[src/design/sog_pkg.sv]
`timescale 1ns / 1ps
// Shared types and constants of the strided offset generator.
package sog_pkg;

    localparam int unsigned MAX_DIMS_DEF = 8;
    localparam int unsigned IDX_W        = 32;
    localparam int unsigned SIZE_W       = 16;
    localparam int unsigned STRIDE_W     = 32;
    localparam int unsigned PROD_W       = SIZE_W + STRIDE_W;
    localparam int unsigned OFFS_W       = 51;
    localparam int unsigned CFG_W        = 64;
    localparam int unsigned CFG_IDX_W    = 3;
    localparam int unsigned NDIMS_W      = 4;
    localparam int unsigned DIV_STEP     = 4;
    localparam int unsigned DIV_STAGES   = IDX_W / DIV_STEP;

    typedef enum logic [CFG_IDX_W-1:0] {
        REG_NUM_DIMS   = 3'd0,
        REG_SIZES_LO   = 3'd1,
        REG_SIZES_HI   = 3'd2,
        REG_STRIDES_01 = 3'd3,
        REG_STRIDES_23 = 3'd4,
        REG_STRIDES_45 = 3'd5,
        REG_STRIDES_67 = 3'd6
    } t_cfg_reg;

    typedef struct packed {
        logic                active;
        logic [SIZE_W-1:0]   size;
        logic [STRIDE_W-1:0] stride;
    } t_dim_cfg;

    typedef struct packed {
        logic [SIZE_W-1:0] rem;
        logic [IDX_W-1:0]  q;
        logic [OFFS_W-1:0] offset;
    } t_div_data;

    typedef struct packed {
        logic [IDX_W-1:0]  curr;
        logic [OFFS_W-1:0] offset;
    } t_dim_data;

endpackage

[src/design/sog_div_stage.sv]
`timescale 1ns / 1ps
// One registered stage of the restoring divider, DIV_STEP quotient bits.
module sog_div_stage (
    input  logic                        i_clk,
    input  logic                        i_rst_n,
    input  logic                        i_valid,
    input  sog_pkg::t_div_data          i_data,
    input  logic [sog_pkg::SIZE_W-1:0]  i_divisor,
    output logic                        o_valid,
    output sog_pkg::t_div_data          o_data
);
    import sog_pkg::*;

    logic              r_valid;
    t_div_data         r_data;
    t_div_data         n_data;
    logic [SIZE_W:0]   trial;
    logic [SIZE_W-1:0] rem;
    logic [IDX_W-1:0]  q;

    always_comb begin
        rem   = i_data.rem;
        q     = i_data.q;
        trial = '0;
        for (int k = 0; k < DIV_STEP; k++) begin
            trial = {rem, q[IDX_W-1]};
            q     = {q[IDX_W-2:0], 1'b0};
            if (trial >= {1'b0, i_divisor}) begin
                rem  = SIZE_W'(trial - {1'b0, i_divisor});
                q[0] = 1'b1;
            end else begin
                rem = trial[SIZE_W-1:0];
            end
        end
        n_data.rem    = rem;
        n_data.q      = q;
        n_data.offset = i_data.offset;
    end

    always_ff @(posedge i_clk) begin
        if (!i_rst_n) begin
            r_valid <= 1'b0;
        end else begin
            r_valid <= i_valid;
        end
    end

    always_ff @(posedge i_clk) begin
        r_data <= n_data;
    end

    assign o_valid = r_valid;
    assign o_data  = r_data;
endmodule

[src/design/sog_dim.sv]
`timescale 1ns / 1ps
// One dimension: pipelined divide, remainder times stride, accumulate.
module sog_dim (
    input  logic               i_clk,
    input  logic               i_rst_n,
    input  sog_pkg::t_dim_cfg  i_cfg,
    input  logic               i_valid,
    input  sog_pkg::t_dim_data i_data,
    output logic               o_valid,
    output sog_pkg::t_dim_data o_data
);
    import sog_pkg::*;

    logic              div_valid [DIV_STAGES+1];
    t_div_data         div_data  [DIV_STAGES+1];
    logic [SIZE_W-1:0] divisor;

    logic              r_mul_valid;
    logic [IDX_W-1:0]  r_mul_q;
    logic [PROD_W-1:0] r_mul_prod;
    logic [OFFS_W-1:0] r_mul_offset;
    logic [PROD_W-1:0] n_mul_prod;

    logic              r_out_valid;
    t_dim_data         r_out;
    t_dim_data         n_out;

    assign divisor = (i_cfg.size == '0) ? SIZE_W'(1) : i_cfg.size;

    assign div_valid[0]       = i_valid;
    assign div_data[0].rem    = '0;
    assign div_data[0].q      = i_data.curr;
    assign div_data[0].offset = i_data.offset;

    for (genvar s = 0; s < DIV_STAGES; s++) begin : g_div
        sog_div_stage u_stage (
            .i_clk     (i_clk),
            .i_rst_n   (i_rst_n),
            .i_valid   (div_valid[s]),
            .i_data    (div_data[s]),
            .i_divisor (divisor),
            .o_valid   (div_valid[s+1]),
            .o_data    (div_data[s+1])
        );
    end

    assign n_mul_prod = i_cfg.active ?
        PROD_W'(div_data[DIV_STAGES].rem) * PROD_W'(i_cfg.stride) : '0;

    assign n_out.curr   = r_mul_q;
    assign n_out.offset = r_mul_offset + OFFS_W'(r_mul_prod);

    always_ff @(posedge i_clk) begin
        if (!i_rst_n) begin
            r_mul_valid <= 1'b0;
            r_out_valid <= 1'b0;
        end else begin
            r_mul_valid <= div_valid[DIV_STAGES];
            r_out_valid <= r_mul_valid;
        end
    end

    always_ff @(posedge i_clk) begin
        r_mul_q      <= div_data[DIV_STAGES].q;
        r_mul_prod   <= n_mul_prod;
        r_mul_offset <= div_data[DIV_STAGES].offset;
        r_out        <= n_out;
    end

    assign o_valid = r_out_valid;
    assign o_data  = r_out;
endmodule

[config.mk]
export PLATFORM = sky130hd
export DESIGN_NAME = sog_dim
export DESIGN_NICKNAME = d
export VERILOG_FILES = /design/src/design/sog_pkg.sv /design/src/design/sog_div_stage.sv /design/src/design/sog_dim.sv
export SDC_FILE = /design/constraint.sdc
export NUM_CORES = 2
export LEC_CHECK = 0
export ABC_AREA = 1
export BUFFER_PORTS_ARGS = -buffer_cell sky130_fd_sc_hd__buf_2
export CAP_MARGIN = 40
export CORE_MARGIN = 8
export CORE_UTILIZATION = 26
export DETAILED_ROUTE_END_ITERATION = 10
export GPL_TIMING_DRIVEN = 0
export PLACE_DENSITY_LB_ADDON = 0.15
export SYNTH_ARGS = -nofsm -noshare
export SYNTH_HDL_FRONTEND = slang
export SYNTH_HIERARCHICAL = 1
export SYNTH_SLANG_ARGS = --single-unit
[constraint.sdc]
create_clock -name i_clk -period 8.08 [get_ports i_clk]
set_input_delay 0.404 -clock i_clk [delete_from_list [all_inputs] [get_ports i_clk]]
set_output_delay 0.404 -clock i_clk [all_outputs]
set_load 0.01 [all_outputs]
# --- Word-level counts from Yosys, hierarchy flattened ---
# Index checks and enable logic that the tools add are counted.
totals:
  register_bits: 1016
  in_bits: 135
  output_inout_bits: 84
  elab_cells: 171
classes:
  add_sub_neg: 33
  mul: 1
  n_lt_le_gt_ge: 32
  mux: 65
  reduce_logical: 1
ops:
  columns: ["cell", "count"]
  rows:
  - ["16-bit two-way mux", 33]
  - ["17-bit by 16-bit greater-or-equal comparator with 1-bit output", 31]
  - ["16-bit subtractor", 31]
  - ["51-bit by 48-bit adder with 51-bit output", 1]
  - ["16-bit by 32-bit multiplier with 48-bit output", 1]
  - ["1-bit two-way mux", 32]
  - ["1-bit by 16-bit greater-or-equal comparator with 1-bit output", 1]
  - ["16-bit logical NOT", 1]
  - ["1-bit by 16-bit subtractor with 16-bit output", 1]

# --- Logic depth before layout (Yosys ltp) ---
depth:
  ltp_word: 10
  mapped_depth: 56
  depth_no_buf: 50

# --- Modules after synthesis ---
# The synthesis kept the hierarchy.
by_module_without_submodules:
  columns: ["mod", "instances", "cells_each", "area_each_um2", "seq_area_each_um2"]
  rows:
  - ["sog_dim", 1, 3664, 26624.3, 4324.1]
  - ["sog_div_stage (g_div[0].u_stage ...)", 4, 776, 6078.3, 2001.9]
  - ["sog_div_stage (g_div[5].u_stage ...)", 3, 835, 6154.7, 2001.9]
  - ["sog_div_stage (g_div[4].u_stage)", 1, 826, 6113.4, 2001.9]

# --- Worst setup path after synthesis ---
# OpenSTA, ideal clock, no wires.
synth_path:
  kind: "input-to-reg"
  start: "input i_cfg[33] in the netlist's numbering"
  end: "register g_div[5].u_stage.r_data (netlist bit g_div[5].u_stage/o_data[90])"
  setup_time_ps: 113
  t_arrival_ps: 8296
  t_required_ps: 7967
  slack_ps: -329
  cell_stages: 55
  n_path_buf: 6
  path_cell_list: "clkbuf_1 inv_1 ha_1 nand2_2 nor2_1 nand2_1 nand3_2 nand2_1 nand2_2 nand2_2 nand2_2 inv_2 buf_4 buf_4 nand2_1 nand2_1 ha_1 nand2_1 (+19 left out) nand2_1 nand2_1 ha_1 nand2_1 nand2_1 a31oi_1 inv_1 nand2_1 o211ai_1 nand3_1 nand2_1 nand2_1 o211ai_1 inv_1 nand3_4 buf_6 nand2_1 nand2_1"
synth_rtl:
  columns: ["element", "line_no", "text"]
  rows:
  - ["start: declaration", "sog_dim.sv:6", "input sog_pkg::t_dim_cfg i_cfg,"]
  - ["end signal: assignment", "sog_div_stage.sv:49", "r_data <= n_data;"]
  - ["end: declaration", "sog_div_stage.sv:15", "t_div_data r_data;"]

==> results.json <==
{
  "rows": 198,
  "chipHeight_um": 555,
  "synth_cells": 10099,
  "dpl.cell_count": 14148,
  "clkTransAtPathRegs_ns": 0.06,
  "wl_per_cell_um": 17.9,
  "startpoint_type": "input port",
  "relSlewSlack": 0.385,
  "worstHoldEndpoint": "g_div[0].u_stage/o_data[84]",
  "synth_cell_types": 60,
  "dr.first_iter.drc_count": 3651,
  "die_x_um": 555,
  "layout_commonest_cell": "nand2_1",
  "hp-start": "i_data[80]",
  "h-tree-depth": 3,
  "grt_antenna_before_repair": 27,
  "yosysTopAreaCell": "dfxtp_1",
  "grt_max_degree": 23,
  "endpoint_kind": "flop",
  "post_dp_cell_area_mm2": 0.0818,
  "regToRegEndpoint": "g_div[4].u_stage/o_data[90]",
  "cts_buffers": 118,
  "io_pins": 219,
  "mostFrequentLayoutCells": "nand2_1, inv_1, dfxtp_1",
  "crit_slowest_cell": "ha_2",
  "drc": 0,
  "synthTopCellsByArea": "dfxtp_1, nand2_1, fa_1",
  "crit_top_cell": "nand2_1",
  "grt_pass1_vias": 66066,
  "worst_pin_slew_ns": 0.922,
  "clock_path_buffers": 4,
  "totalWireLength_mm": 261,
  "drive_gt1_frac": 0.132,
  "area_growth_pct": 18.6,
  "finalHoldViolCount": 0,
  "fin_cells": 14607,
  "worstSetupPathType": "input port to flop",
  "maxSlewViolCount": 0,
  "viasPerCell": 4.45,
  "cts_root_buf": "clkbuf_16",
  "grt_pass1_wl_mm": 397,
  "maxCapViolCount": 0,
  "vias": 64945,
  "first_pass_iters": 5,
  "synth_edf_count": 0,
  "grtUsageTotal": 0.166,
  "synth-main-ff-cell": "dfxtp_1",
  "fin_crit_sh": 0.951,
  "outcome": "completed",
  "postSynthAreaPerCell_um2": 7.48,
  "r2r-start": "g_div[3].u_stage/o_data[84]",
  "start_util": 0.261,
  "ant_nets": 0,
  "final-setup-viol-count": 0,
  "grt_overflow": 0,
  "fmax_mhz": 130,
  "synth_area_mm2": 0.0755,
  "crit_fanout": 10,
  "worstSkewPairLatency_ns": 0.88,
  "hpwlAfterDp_mm": 214,
  "clock-sinks": 1016,
  "cts_tree": "yes",
  "nets": 11966,
  "ys_seq_area_frac": 0.269,
  "critPathMaxStageDelay_ns": 0.43,
  "min_period_ns": 7.69,
  "fin_skew_ns": 0.102,
  "hp-class": "input port to flop",
  "port_buffers": 185,
  "core_mm2": 0.290,
  "die_area_mm2": 0.308,
  "reg2reg_depth": 47,
  "yosys_warnings": 6,
  "cp.required_ns": 8.79,
  "rrSetupSlack_ns": 0.44,
  "arrival_ns": 8.40,
  "postSynth.asyncResetShare": 0,
  "finalWeightedCongestion": 0.898,
  "ys_ff_latch": 1016,
  "postLayoutCellArea_mm2": 0.0896,
  "whs_path_depth": 5,
  "synth_top_area_frac": 0.269
}
-- state kept, by name, indices dropped and copies added, names as in the netlist --
signal                 cells
o_data                    83
g_div.u_stage/o_valid      8
g_div.u_stage/o_data     792
o_valid                    1
r_mul_q                   32
r_mul_prod                48
r_mul_valid                1
r_mul_offset              51
-- Yosys cell counts, types with 9 or more instances --
| cell | number |
|---|---|
| a211oi_1 | 9 |
| a21boi_0 | 19 |
| a21o_1 | 53 |
| a21oi_1 | 489 |
| a21oi_2 | 18 |
| a31o_2 | 12 |
| a31oi_1 | 57 |
| buf_2 | 30 |
| buf_4 | 22 |
| buf_6 | 19 |
| clkbuf_1 | 136 |
| dfxtp_1 | 1016 |
| fa_1 | 451 |
| ha_1 | 680 |
| inv_1 | 1635 |
| inv_2 | 71 |
| nand2_1 | 2960 |
| nand2_2 | 225 |
| nand2_4 | 35 |
| nand3_1 | 476 |
| nand3_2 | 42 |
| nand3_4 | 15 |
| nand3b_1 | 35 |
| nand4_1 | 80 |
| nor2_1 | 381 |
| nor2_2 | 37 |
| nor2_4 | 24 |
| nor3_1 | 56 |
| nor3_2 | 13 |
| nor4_1 | 21 |
| o2111ai_1 | 9 |
| o211ai_1 | 25 |
| o21a_1 | 43 |
| o21ai_0 | 295 |
| o21ai_1 | 52 |
| o21bai_1 | 44 |
| or2_2 | 10 |
| xnor2_1 | 175 |
| xor2_1 | 248 |
-- kinds of logic (layout without fill, tap and decap cells) --
kind of cell | Yosys count | in the layout | synth area share
other | 1 | 44 | 0.0000497
buffers and inverters | 1925 | 2590 | 0.101
AO/OA/AOI/OAI | 1152 | 1152 | 0.0877
flip-flops | 1016 | 1016 | 0.269
XOR/XNOR | 423 | 423 | 0.0491
adder cells (fa/ha/maj) | 1131 | 1131 | 0.232
AND/OR/NAND/NOR | 4451 | 4451 | 0.260
-- worst max-delay path: cells and delay by family --
family / cells / cell delay, ns
compound gates: 10 / 1.94
fa+ha+maj: 4 / 1.56
buf+inv: 11 / 1.80
simple gates: 26 / 2.66
-- through the flow --
step                hold WS [ns]   util  setup slack [ns]  TNS, ns
floorplan                  0.310      -             0.261        0
global placement           0.310  0.281             -4.02  -485.69
detailed placement         0.312  0.282             -2.57  -249.57
CTS                       0.0346  0.303          0.000862        0
global route               0.102  0.309           -0.0452   -0.750
finish                     0.101  0.309             0.392        0
-- worst max-delay path by stage --
stage,startpoint,to,slack (ns),cells after the start
final,i_cfg[34],g_div[4].u_stage/o_data[90],0.39,51
after CTS,g_div[3].u_stage/o_data[94],g_div[4].u_stage/o_data[90],0.0009,48
after detailed placement,i_cfg[36],g_div[4].u_stage/o_data[90],-2.57,49
after floorplan,i_cfg[40],g_div[4].u_stage/o_data[91],0.26,48
after global placement,i_cfg[44],g_div[4].u_stage/o_data[90],-4.02,44
after global routing,g_div[2].u_stage/o_data[90],g_div[3].u_stage/o_data[97],-0.05,47
-- layout make-up --
type / count / area [um^2]
Antenna cell: 11 / 27.5
Buffer: 219 / 1460
Clock buffer: 152 / 3320
Clock inverter: 64 / 912
Fill cell: 31396 / 200000
Inverter: 1706 / 6490
Multi-Input combinational cell: 7190 / 48900
Sequential cell: 1016 / 20300
Tap cell: 3800 / 4750
Timing Repair Buffer: 449 / 3380
-- timing repair --
action                     4_1_cts  5_1_grt
setup endpoints to repair      136      136
hold endpoints to repair        95        0
hold buffers                    85        0
pin swaps                       15       75
resized for setup              132      255
buffers inserted                47      100
-- routing by layer --
metal | vias up | global-route usage | wire length [um]
met5 | - | 0 | 0
li1 | 32807 | - | -
met1 | 30510 | 0.211 | 115000
met3 | 343 | 0.0170 | 10400
met2 | 1285 | 0.296 | 127000
met4 | 0 | 0.0487 | 8110
Power is left out: the tool's default activity adds up to more than one toggle a clock period on the data nets, which glitch-free logic cannot reach.
